## config.mk

```make
export PLATFORM = sky130hd
export DESIGN_NAME = battery_current_iq_limiter_unit
export DESIGN_NICKNAME = d
export VERILOG_FILES = /design/src/bcil_pkg.sv /design/src/bcil_ctrl.sv /design/src/bcil_dpath.sv /design/src/battery_current_iq_limiter_unit.sv
export SDC_FILE = /design/constraint.sdc
export NUM_CORES = 2
export LEC_CHECK = 0
export ABC_AREA = 1
export BUFFER_PORTS_ARGS = -buffer_cell sky130_fd_sc_hd__buf_2
export CORE_MARGIN = 1.5
export CORE_UTILIZATION = 29
export CTS_CLUSTER_DIAMETER = 100
export DETAILED_ROUTE_END_ITERATION = 16
export GPL_ROUTABILITY_DRIVEN = 0
export SLEW_MARGIN = 15
export SYNTH_ARGS = -nofsm -noshare
export SYNTH_HDL_FRONTEND = slang
export SYNTH_SLANG_ARGS = --single-unit
```

## constraint.sdc

```tcl
create_clock -name clk -period 16.5 [get_ports clk]
set_input_delay 2.475 -clock clk [delete_from_list [all_inputs] [get_ports clk]]
set_output_delay 2.475 -clock clk [all_outputs]
set_load 0.02 [all_outputs]
```

## src/bcil_pkg.sv

```systemverilog
// ----------------------------------------------------------------------------
// bcil_pkg
// Shared widths, register indexes, reset values and control structs for the
// battery current iq limiter.
// ----------------------------------------------------------------------------
package bcil_pkg;

  localparam int LIMIT_W    = 16;
  localparam int PHASE_W    = 15;
  localparam int CAL_W      = 16;
  localparam int IBAT_W     = 17;
  localparam int VOLT_W     = 16;
  localparam int REQ_W      = 16;
  localparam int SCALE_SH   = 11;
  localparam int NUM_W      = LIMIT_W + SCALE_SH;
  localparam int DEN_W      = CAL_W + VOLT_W;
  localparam int CNT_W      = $clog2(NUM_W);
  localparam int CFG_IDX_W  = 2;
  localparam int CFG_DATA_W = 16;

  // release threshold: (limit * 9) / 10 via reciprocal multiply
  localparam int              X9_W        = LIMIT_W + 4;
  localparam logic [X9_W-1:0] HYST_RECIP  = 20'hCCCCD;
  localparam int              HYST_SH     = 23;

  localparam logic [CFG_IDX_W-1:0] REG_BATTERY_LIMIT = 2'd0;
  localparam logic [CFG_IDX_W-1:0] REG_PHASE_LIMIT   = 2'd1;
  localparam logic [CFG_IDX_W-1:0] REG_CURRENT_CAL   = 2'd2;

  localparam logic [LIMIT_W-1:0] BATTERY_LIMIT_RST = 16'd15000;
  localparam logic [PHASE_W-1:0] PHASE_LIMIT_RST   = 15'd1024;
  localparam logic [CAL_W-1:0]   CURRENT_CAL_RST   = 16'd0;

  typedef struct packed {
    logic capture;
    logic latch_upd;
    logic div_init;
    logic div_step;
    logic out_load;
  } bcil_cmd_t;

  typedef struct packed {
    logic out_free;
  } bcil_stat_t;

endpackage

```

## src/bcil_ctrl.sv

```systemverilog
// ----------------------------------------------------------------------------
// bcil_ctrl
// Sequencer: request capture, latch update, divider iterations, result load.
// ----------------------------------------------------------------------------
module bcil_ctrl
  import bcil_pkg::*;
(
  input  logic       clk,
  input  logic       rst_n,
  input  logic       in_valid,
  output logic       in_stall,
  input  bcil_stat_t stat,
  output bcil_cmd_t  cmd
);

  typedef enum logic [3:0] {
    S_IDLE  = 4'b0001,
    S_LATCH = 4'b0010,
    S_DIV   = 4'b0100,
    S_FIN   = 4'b1000
  } state_t;

  localparam logic [CNT_W-1:0] LAST_STEP = CNT_W'(NUM_W - 1);

  state_t           state_r, state_nxt;
  logic [CNT_W-1:0] cnt_r, cnt_nxt;

  always_comb begin
    state_nxt = state_r;
    cnt_nxt   = cnt_r;
    cmd       = '0;
    case (state_r)
      S_IDLE: begin
        if (in_valid) begin
          cmd.capture = 1'b1;
          state_nxt   = S_LATCH;
        end
      end
      S_LATCH: begin
        cmd.latch_upd = 1'b1;
        cmd.div_init  = 1'b1;
        cnt_nxt       = '0;
        state_nxt     = S_DIV;
      end
      S_DIV: begin
        cmd.div_step = 1'b1;
        cnt_nxt      = cnt_r + 1'b1;
        if (cnt_r == LAST_STEP) begin
          state_nxt = S_FIN;
        end
      end
      S_FIN: begin
        // wait until the output register can take the result
        if (stat.out_free) begin
          cmd.out_load = 1'b1;
          state_nxt    = S_IDLE;
        end
      end
      default: begin
        state_nxt = S_IDLE;
      end
    endcase
  end

  always_ff @(posedge clk) begin
    if (!rst_n) begin
      state_r <= S_IDLE;
      cnt_r   <= '0;
    end else begin
      state_r <= state_nxt;
      cnt_r   <= cnt_nxt;
    end
  end

  assign in_stall = (state_r != S_IDLE);

endmodule

```

## src/bcil_dpath.sv

```systemverilog
// ----------------------------------------------------------------------------
// bcil_dpath
// Config registers, hysteresis latch, restoring divider and output register.
// ----------------------------------------------------------------------------
module bcil_dpath
  import bcil_pkg::*;
(
  input  logic                     clk,
  input  logic                     rst_n,
  input  logic                     cfg_valid,
  output logic                     cfg_ready,
  input  logic [CFG_IDX_W-1:0]     cfg_index,
  input  logic [CFG_DATA_W-1:0]    cfg_data,
  input  logic signed [IBAT_W-1:0] in_battery_current,
  input  logic [VOLT_W-1:0]        in_voltage_magnitude,
  input  logic signed [REQ_W-1:0]  in_torque_request,
  input  bcil_cmd_t                cmd,
  output bcil_stat_t               stat,
  output logic                     out_valid,
  input  logic                     out_stall,
  output logic [PHASE_W-1:0]       out_iq_cap,
  output logic                     out_limit_active
);

  logic [LIMIT_W-1:0] lim_r;
  logic [PHASE_W-1:0] phase_r;
  logic [CAL_W-1:0]   cal_r;

  logic signed [IBAT_W-1:0] ibat_r;
  logic [VOLT_W-1:0]        volt_r;
  logic signed [REQ_W-1:0]  req_r;
  logic [DEN_W-1:0]         den_r;
  logic [LIMIT_W-1:0]       rel_r;
  logic                     latch_r;
  logic [DEN_W-1:0]         rem_r;
  logic [NUM_W-1:0]         quo_r;
  logic                     out_valid_r;
  logic [PHASE_W-1:0]       iq_r;
  logic                     act_r;

  assign cfg_ready = 1'b1;

  always_ff @(posedge clk) begin
    if (!rst_n) begin
      lim_r   <= BATTERY_LIMIT_RST;
      phase_r <= PHASE_LIMIT_RST;
      cal_r   <= CURRENT_CAL_RST;
    end else if (cfg_valid) begin
      case (cfg_index)
        REG_BATTERY_LIMIT: lim_r   <= cfg_data[LIMIT_W-1:0];
        REG_PHASE_LIMIT:   phase_r <= cfg_data[PHASE_W-1:0];
        REG_CURRENT_CAL:   cal_r   <= cfg_data[CAL_W-1:0];
        default: ;
      endcase
    end
  end

  // capture stage: denominator product and release threshold
  logic [X9_W-1:0]   lim_x9;
  logic [2*X9_W-1:0] rel_prod;
  logic [DEN_W-1:0]  den_prod;

  assign lim_x9   = {4'b0000, lim_r} + {1'b0, lim_r, 3'b000};
  assign rel_prod = {{X9_W{1'b0}}, lim_x9} * {{X9_W{1'b0}}, HYST_RECIP};
  assign den_prod = {{VOLT_W{1'b0}}, cal_r} * {{CAL_W{1'b0}}, in_voltage_magnitude};

  always_ff @(posedge clk) begin
    if (cmd.capture) begin
      ibat_r <= in_battery_current;
      volt_r <= in_voltage_magnitude;
      req_r  <= in_torque_request;
      den_r  <= den_prod;
      rel_r  <= rel_prod[HYST_SH+LIMIT_W-1:HYST_SH];
    end
  end

  // hysteresis latch, compared in a common signed range
  logic signed [IBAT_W:0] ibat_x, max_x, rel_x;

  assign ibat_x = {ibat_r[IBAT_W-1], ibat_r};
  assign max_x  = $signed({2'b00, lim_r});
  assign rel_x  = $signed({2'b00, rel_r});

  always_ff @(posedge clk) begin
    if (!rst_n) begin
      latch_r <= 1'b0;
    end else if (cmd.latch_upd) begin
      if (ibat_x > max_x) begin
        latch_r <= 1'b1;
      end else if (ibat_x < rel_x) begin
        latch_r <= 1'b0;
      end
    end
  end

  // restoring divider, one quotient bit per step
  logic [DEN_W:0] trial, diff;
  logic           ge;

  assign trial = {rem_r, quo_r[NUM_W-1]};
  assign diff  = trial - {1'b0, den_r};
  assign ge    = (trial >= {1'b0, den_r});

  always_ff @(posedge clk) begin
    if (cmd.div_init) begin
      rem_r <= '0;
      quo_r <= {lim_r, {SCALE_SH{1'b0}}};
    end else if (cmd.div_step) begin
      rem_r <= ge ? diff[DEN_W-1:0] : trial[DEN_W-1:0];
      quo_r <= {quo_r[NUM_W-2:0], ge};
    end
  end

  // final selection
  logic [PHASE_W-1:0] ceil_v, clamp_v, cap_v;
  logic               bypass;

  assign ceil_v  = (phase_r == '0) ? PHASE_W'(1) : phase_r;
  assign bypass  = !latch_r || (cal_r == '0) || (volt_r == '0);
  assign clamp_v = (quo_r > NUM_W'(ceil_v)) ? ceil_v : quo_r[PHASE_W-1:0];

  always_comb begin
    if (bypass) begin
      cap_v = ceil_v;
    end else if (!req_r[REQ_W-1] && (clamp_v > req_r[PHASE_W-1:0])) begin
      cap_v = req_r[PHASE_W-1:0];
    end else begin
      cap_v = clamp_v;
    end
  end

  always_ff @(posedge clk) begin
    if (!rst_n) begin
      out_valid_r <= 1'b0;
    end else if (cmd.out_load) begin
      out_valid_r <= 1'b1;
    end else if (out_valid_r && !out_stall) begin
      out_valid_r <= 1'b0;
    end
  end

  always_ff @(posedge clk) begin
    if (cmd.out_load) begin
      iq_r  <= cap_v;
      act_r <= latch_r;
    end
  end

  assign stat.out_free    = !out_valid_r || !out_stall;
  assign out_valid        = out_valid_r;
  assign out_iq_cap       = iq_r;
  assign out_limit_active = act_r;

endmodule

```

## src/battery_current_iq_limiter_unit.sv

```systemverilog
// Sequence: a request is captured, the latch updates, the 27-step restoring
// divider runs (one quotient bit per cycle) and the result is loaded once the
// output register is free; a new request is taken only after that load.
// A waiting result does not block acceptance of the next request.
// Reset (rst_n low, synchronous): latch released, config registers at their
// defaults, no result pending.
// ----------------------------------------------------------------------------
// battery_current_iq_limiter_unit
// Hysteresis battery current latch producing a quadrature current cap.
// ----------------------------------------------------------------------------
module battery_current_iq_limiter_unit
  import bcil_pkg::*;
(
  input  logic                     clk,
  input  logic                     rst_n,
  input  logic                     in_valid,
  output logic                     in_stall,
  input  logic signed [IBAT_W-1:0] in_battery_current,
  input  logic [VOLT_W-1:0]        in_voltage_magnitude,
  input  logic signed [REQ_W-1:0]  in_torque_request,
  output logic                     out_valid,
  input  logic                     out_stall,
  output logic [PHASE_W-1:0]       out_iq_cap,
  output logic                     out_limit_active,
  input  logic                     cfg_valid,
  output logic                     cfg_ready,
  input  logic [CFG_IDX_W-1:0]     cfg_index,
  input  logic [CFG_DATA_W-1:0]    cfg_data
);

  bcil_cmd_t  cmd;
  bcil_stat_t stat;

  bcil_ctrl u_ctrl (
    .clk      (clk),
    .rst_n    (rst_n),
    .in_valid (in_valid),
    .in_stall (in_stall),
    .stat     (stat),
    .cmd      (cmd)
  );

  bcil_dpath u_dpath (
    .clk                  (clk),
    .rst_n                (rst_n),
    .cfg_valid            (cfg_valid),
    .cfg_ready            (cfg_ready),
    .cfg_index            (cfg_index),
    .cfg_data             (cfg_data),
    .in_battery_current   (in_battery_current),
    .in_voltage_magnitude (in_voltage_magnitude),
    .in_torque_request    (in_torque_request),
    .cmd                  (cmd),
    .stat                 (stat),
    .out_valid            (out_valid),
    .out_stall            (out_stall),
    .out_iq_cap           (out_iq_cap),
    .out_limit_active     (out_limit_active)
  );

endmodule

```

# Word-level counts from Yosys, hierarchy flattened
# Cells that the tools add are included.
[totals] output_inout_bits=19 latch_bits=0 mem_count=0 ram_bits=0 regBits=230 word_cells=82 romBits=0 input_bits=72
[op_classes] n_bitwise=0 n_addsub=3 n_mux=22 mul=2 magnitude_cmp=5 shift=0 n_div=0 n_reduce_logical=22 n_eq_ne=11
[ops] operator="15-bit 2-to-1 mux" n=4
[ops] operator="27-bit 2-to-1 mux" n=2
[ops] operator="20-bit by 20-bit multiplier with 39-bit output, second input constant" n=1
[ops] operator="33-bit by 32-bit >= comparator with 1-bit output" n=1
[ops] operator="16-bit logical NOT" n=2
[ops] operator="16-bit by 16-bit multiplier with 32-bit output" n=1
[ops] operator="32-bit 2-to-1 mux" n=1
[ops] operator="32-bit subtractor" n=1
[ops] operator="27-bit by 15-bit greater-than comparator with 1-bit output" n=1
[ops] operator="16-bit by 19-bit adder with 20-bit output" n=1
[ops] operator="17-bit greater-than comparator" n=1
[ops] operator="17-bit < comparator" n=1
[ops] operator="4-bit case mux with 4 select lines" n=1
[ops] operator="15-bit greater-than comparator" n=1
[ops] operator="15-bit logical NOT" n=1
[ops] operator="4-bit 2-to-1 mux" n=3
[ops] operator="5-bit case mux with 2 select lines" n=1
[ops] operator="1-bit 2-to-1 mux" n=9
[ops] operator="2-bit AND reduction" n=4
[ops] operator="2-bit nonzero test" n=4
[ops] operator="5-bit by 1-bit adder with 5-bit output, second input constant" n=1
[ops] operator="5-bit equality test, second input constant" n=1
[ops] operator="4-bit by 1-bit equality test with 1-bit output, second input constant" n=1
[ops] operator="4-bit by 2-bit equality test with 1-bit output, second input constant" n=1
[ops] operator="13 further kinds" n=20

# Depth between registers and ports, before layout
[depth] depth_word=8 mapped_depth=33 depth_no_buf=33

# By module
# A second synthesis with hierarchy kept.
[unflattened] hier_cells=3859 area_unflattened_um2=30125.1
[by_module_without_submodules] module="bcil_dpath" area_per_inst_um2=29598.4 seq_area_each_um2=5715.5 n_inst=1 cells_each=3786
[by_module_without_submodules] module="bcil_ctrl" area_per_inst_um2=526.8 seq_area_each_um2=180.2 n_inst=1 cells_each=73

# Least setup slack after synthesis
# No wires, ideal clock.
[synth_path] path_kind="input -> register" from="input in_voltage_magnitude[6]" to="register u_dpath.den_r[27], data pin" path_slack_ns=8.703 t_arrival_ns=7.545 stages=24 path_buffers=2 t_required_ns=16.248 setup_time_ns=0.252 path_cell_list="clkbuf_1 > clkbuf_1 > nand2_1 > fa_1 > inv_1 > fa_1 > inv_1 > fa_1 > inv_1 > fa_1 > inv_1 > fa_1 > inv_1 > fa_1 > ha_1 > nand2_1 > nor2_1 > nand2_1 > o211ai_1 > nand2_1 > nand2_1 > nand3_1 > nand3_1 > nand2_1"
[synth_via] elab_chain_cells=1
[synth_rtl] element="start, declared" line_no="battery_current_iq_limiter_unit.sv:19" source="input logic [VOLT_W-1:0] in_voltage_magnitude,"
[synth_rtl] element="16-bit by 16-bit multiplier with 32-bit output" line_no="bcil_dpath.sv:65" source="assign den_prod = {{VOLT_W{1'b0}}, cal_r} * {{CAL_W{1'b0}}, in_voltage_magnitude};"
[synth_rtl] element="named net u_dpath.den_prod[27]" line_no="bcil_dpath.sv:61" source="logic [DEN_W-1:0] den_prod;"
[synth_rtl] element="end signal, assigned" line_no="bcil_dpath.sv:72" source="den_r <= den_prod;"
[synth_rtl] element="end, declared" line_no="bcil_dpath.sv:32" source="logic [DEN_W-1:0] den_r;"
# The timed path passes the listed nets, and every way through them passes these cells.
# A chain may end at the register's enable or synchronous reset.

# Worst setup path after layout
[layout_path] from="register u_dpath.lim_r[3]" to="register u_dpath.rel_r[14], data pin"
[layout_via] elab_chain_cells=2
[layout_rtl] element="start, declared" line_no="bcil_dpath.sv:25" source="logic [LIMIT_W-1:0] lim_r;"
[layout_rtl] element="start signal, assigned" line_no="bcil_dpath.sv:50" source="REG_BATTERY_LIMIT: lim_r <= cfg_data[LIMIT_W-1:0];"
[layout_rtl] element="16-bit by 19-bit adder with 20-bit output" line_no="bcil_dpath.sv:63" source="assign lim_x9 = {4'b0000, lim_r} + {1'b0, lim_r, 3'b000};"
[layout_rtl] element="20-bit by 20-bit multiplier with 39-bit output" line_no="bcil_dpath.sv:64" source="assign rel_prod = {{X9_W{1'b0}}, lim_x9} * {{X9_W{1'b0}}, HYST_RECIP};"
[layout_rtl] element="named net u_dpath.rel_prod[37]" line_no="bcil_dpath.sv:60" source="logic [2*X9_W-1:0] rel_prod;"
[layout_rtl] element="end signal, assigned" line_no="bcil_dpath.sv:73" source="rel_r <= rel_prod[HYST_SH+LIMIT_W-1:HYST_SH];"
[layout_rtl] element="end, declared" line_no="bcil_dpath.sv:33" source="logic [LIMIT_W-1:0] rel_r;"
# The timed path passes the listed nets, and every way through them passes these cells.

==> results.md <==
- Flops & latches, synth: 230
- DRC viols: 0
- RSZ-0062 raised after global routing: false
- Buffers & Inverters on Critical Path: 5
- Fin. max-slew vios: 0
- Final Util: 0.3211
- Ys Warns: 0
- Ports: 91
- HPWL Detailed: 68600 um
- Mapped Nets: 4604
- Status: finished clean
- Crit path kind: flip-flop to flip-flop
- Post-Syn Instances: 3795
- Std-Cell Rows: 117
- Vias per cell: 4.649
- Clk buf depth: 3
- Nets: 4635
- CTS Buf Count: 27
- # setup viols final: 0
- Critical Path Start Type: flip-flop
- Slew HR: 0.2767
- Fmax: 130.3 MHz
- Final hold vios: 0
- Synth top cells by count: inv_1 (871), nand2_1 (864), ha_1 (402)
- Clk sinks: 230
- Clock root buffer: clkbuf_16
- Total gr overflow: 0
- Most crowded layer after global routing: met2
- Critical R2R Launch: u_dpath.lim_r[3]$_SDFFE_PN1P_
- Synth top area share: 0.2248
- Distinct cells, synth: 47
- First-pass GRT wire length: 133700 um
- P&R area growth vs syn: 9.680%
- Worst Tran Pin Value: 1084 ps
- Final period util: 0.4650
- Max-Cap Viols: 0
- Top post-synthesis cells by area: fa_1 (22%), ha_1 (17%), edfxtp_1 (13%)
- Crit path max fanout: 5
- Syn avg cell area: 7.861 um2
- Starting Density: 0.2928
- Clock latency on the worst-skew pair: 580 ps
- Setup crit end kind: flip-flop
- Post-synth EDFFs: 129
- Via count: 24260
- Multi-input gate area: 20250 um2
- CTS tree: yes
- Layout cells sized above 1: 0.04809
- Worst Hold Launch: u_ctrl.cnt_r[4]$_SDFFE_PN0N_
- Predominant post-synthesis flop cell: edfxtp_1
- Total track usage: 0.1614
- Most common cell in the synthesized netlist: inv_1
- Post-CTS setup buffer count: 0
- CP peak stage delay: 560 ps
- Chip width: 323.7 um
- Largest net degree at the start of global routing: 58
- Routed len/inst: 15.80 um
- Port Buffers: 89
- Worst setup startpoint: u_dpath.lim_r[3]$_SDFFE_PN1P_
- ANT nets after route: 0
- Setup Skew: 19.43 ps
- Met3 usage: 0.02460
- Ys async rst share: 0
- Clock transition at path regs: 70 ps
- Die area: 104800 um2
- GR Util met1: 0.2335
- Arrival time worst endpoint: 7990 ps
- Leading area contributor after synthesis: fa_1
- Crit path max-delay family: adder cells
- Worst min-delay path class: flip-flop to flip-flop
- Clock period minus worst slack: 7672 ps
- Initial antenna violation count: 11
- Syn Std Cell Area: 29830 um2
- Vias in the first global route: 24650
- 1st-pass router iterations: 5
- Sequential area share after synthesis: 0.1976
- Fin Setup TNS: 0 ps
- Die Y: 323.7 um
- Post-Route WL: 82420 um
- Max stage delay cell, worst path: fa_1
- H-tree levels: 1
- Hold buffer count at cts: 0
- Initial DRC count: 2055
- Grt met2 use: 0.2562
- Core region area: 101900 um2
- CP dominant cell by count: fa_1
- Fillers: 10920
- Worst Path Required: 16810 ps
- Register cell area after layout: 5896 um2
- Post-CTS resize count: 0
[through the flow]
step | area (um2) | cells | hold slack [ps] | setup slack, ps
2_1_floorplan | 29830 | 3795 | 431.2 | 8703
5_1_grt | 32720 | 5215 | 510.8 | 8401
6_report | 32720 | 5217 | 478.5 | 8828
4_1_cts | 32710 | 5215 | 477.7 | 8805
3_5_place_dp | 31730 | 5165 | 467.2 | 8539
3_3_place_gp | 31730 | 5165 | 460.0 | 8564
[routing by layer]
layer,wire length [um],vias to the layer above
met4,1363,10
met5,57,-
met1,39660,11620
met3,5814,83
li1,-,11870
met2,35530,678
[state kept, by name, indices dropped and copies added, names as in the netlist]
signal / count
u_dpath.out_valid: 1
u_dpath.quo_r: 27
u_dpath.lim_r: 16
u_ctrl.cnt_r: 5
u_dpath.rel_r: 16
u_dpath.out_limit_active: 1
u_dpath.volt_r: 16
u_dpath.cal_r: 16
u_ctrl.state_r: 4
u_dpath.out_iq_cap: 15
u_dpath.ibat_r: 17
u_dpath.phase_r: 15
u_dpath.rem_r: 32
u_dpath.req_r: 16
u_dpath.den_r: 32
u_dpath.latch_r: 1
[final timing paths]
kind                                                      to  slack [ps]  cells past startpoint
worst max register to register   u_dpath.rel_r[14]$_DFFE_PP_        8830                     30
worst min-delay path            u_ctrl.cnt_r[4]$_SDFFE_PN0N_         480                      2
worst min register to register  u_ctrl.cnt_r[4]$_SDFFE_PN0N_         480                      2
worst max-delay path             u_dpath.rel_r[14]$_DFFE_PP_        8830                     30
[cell usage in the layout, fill, tap and decap left out, drive strengths merged]
master	Yosys	layout
clkinv	1	8
conb	1	1
clkbuf	90	34
diode	0	2
buf	17	109
nor3	21	21
nor3b	2	2
o221a	1	1
o21ai	130	130
nand3b	4	4
inv	872	878
nor2	248	248
xor2	53	53
nand4	52	52
xnor2	18	18
edfxtp	129	129
o211ai	16	16
fa	335	335
clkinvlp	0	1
ha	402	402
a22oi	1	1
o22ai	14	14
dfxtp	101	101
a21oi	177	177
bufinv	0	2
a211oi	2	2
a21boi	3	3
o31a	1	1
nor4	15	15
o21a	6	6
nand3	173	173
a21o	14	14
a22o	1	1
a41oi	1	1
and2	7	7
or2	3	3
o21bai	12	12
nand2	868	868
a31oi	4	4
[cell families after synthesis]
logic type	share of synthesized area
AO/OA/AOI/OAI	0.07013
XOR/XNOR	0.02084
adder cells (fa/ha/maj)	0.3934
buffers and inverters	0.1243
flip-flops	0.1976
other	0.0001257
AND/OR/NAND/NOR	0.1936
[cell type report]
| cell class | count | area share |
|---|---|---|
| Clock buffer | 34 | 0.02497 |
| Timing Repair Buffer | 109 | 0.01820 |
| Inverter | 873 | 0.1001 |
| Sequential cell | 230 | 0.1802 |
| Antenna cell | 2 | 0.0001530 |
| Multi-Input combinational cell | 2585 | 0.6189 |
| Clock inverter | 16 | 0.005162 |
| Tap cell | 1368 | 0.05231 |
[worst min-delay path, stage by stage, from the launching register on]
cell and delay, ps:
dfxtp_1 320, nand2_1 60, a21oi_1 50
Power is not shown: default switching activity piles up to over one toggle a cycle in this logic, so the estimate is an artifact.
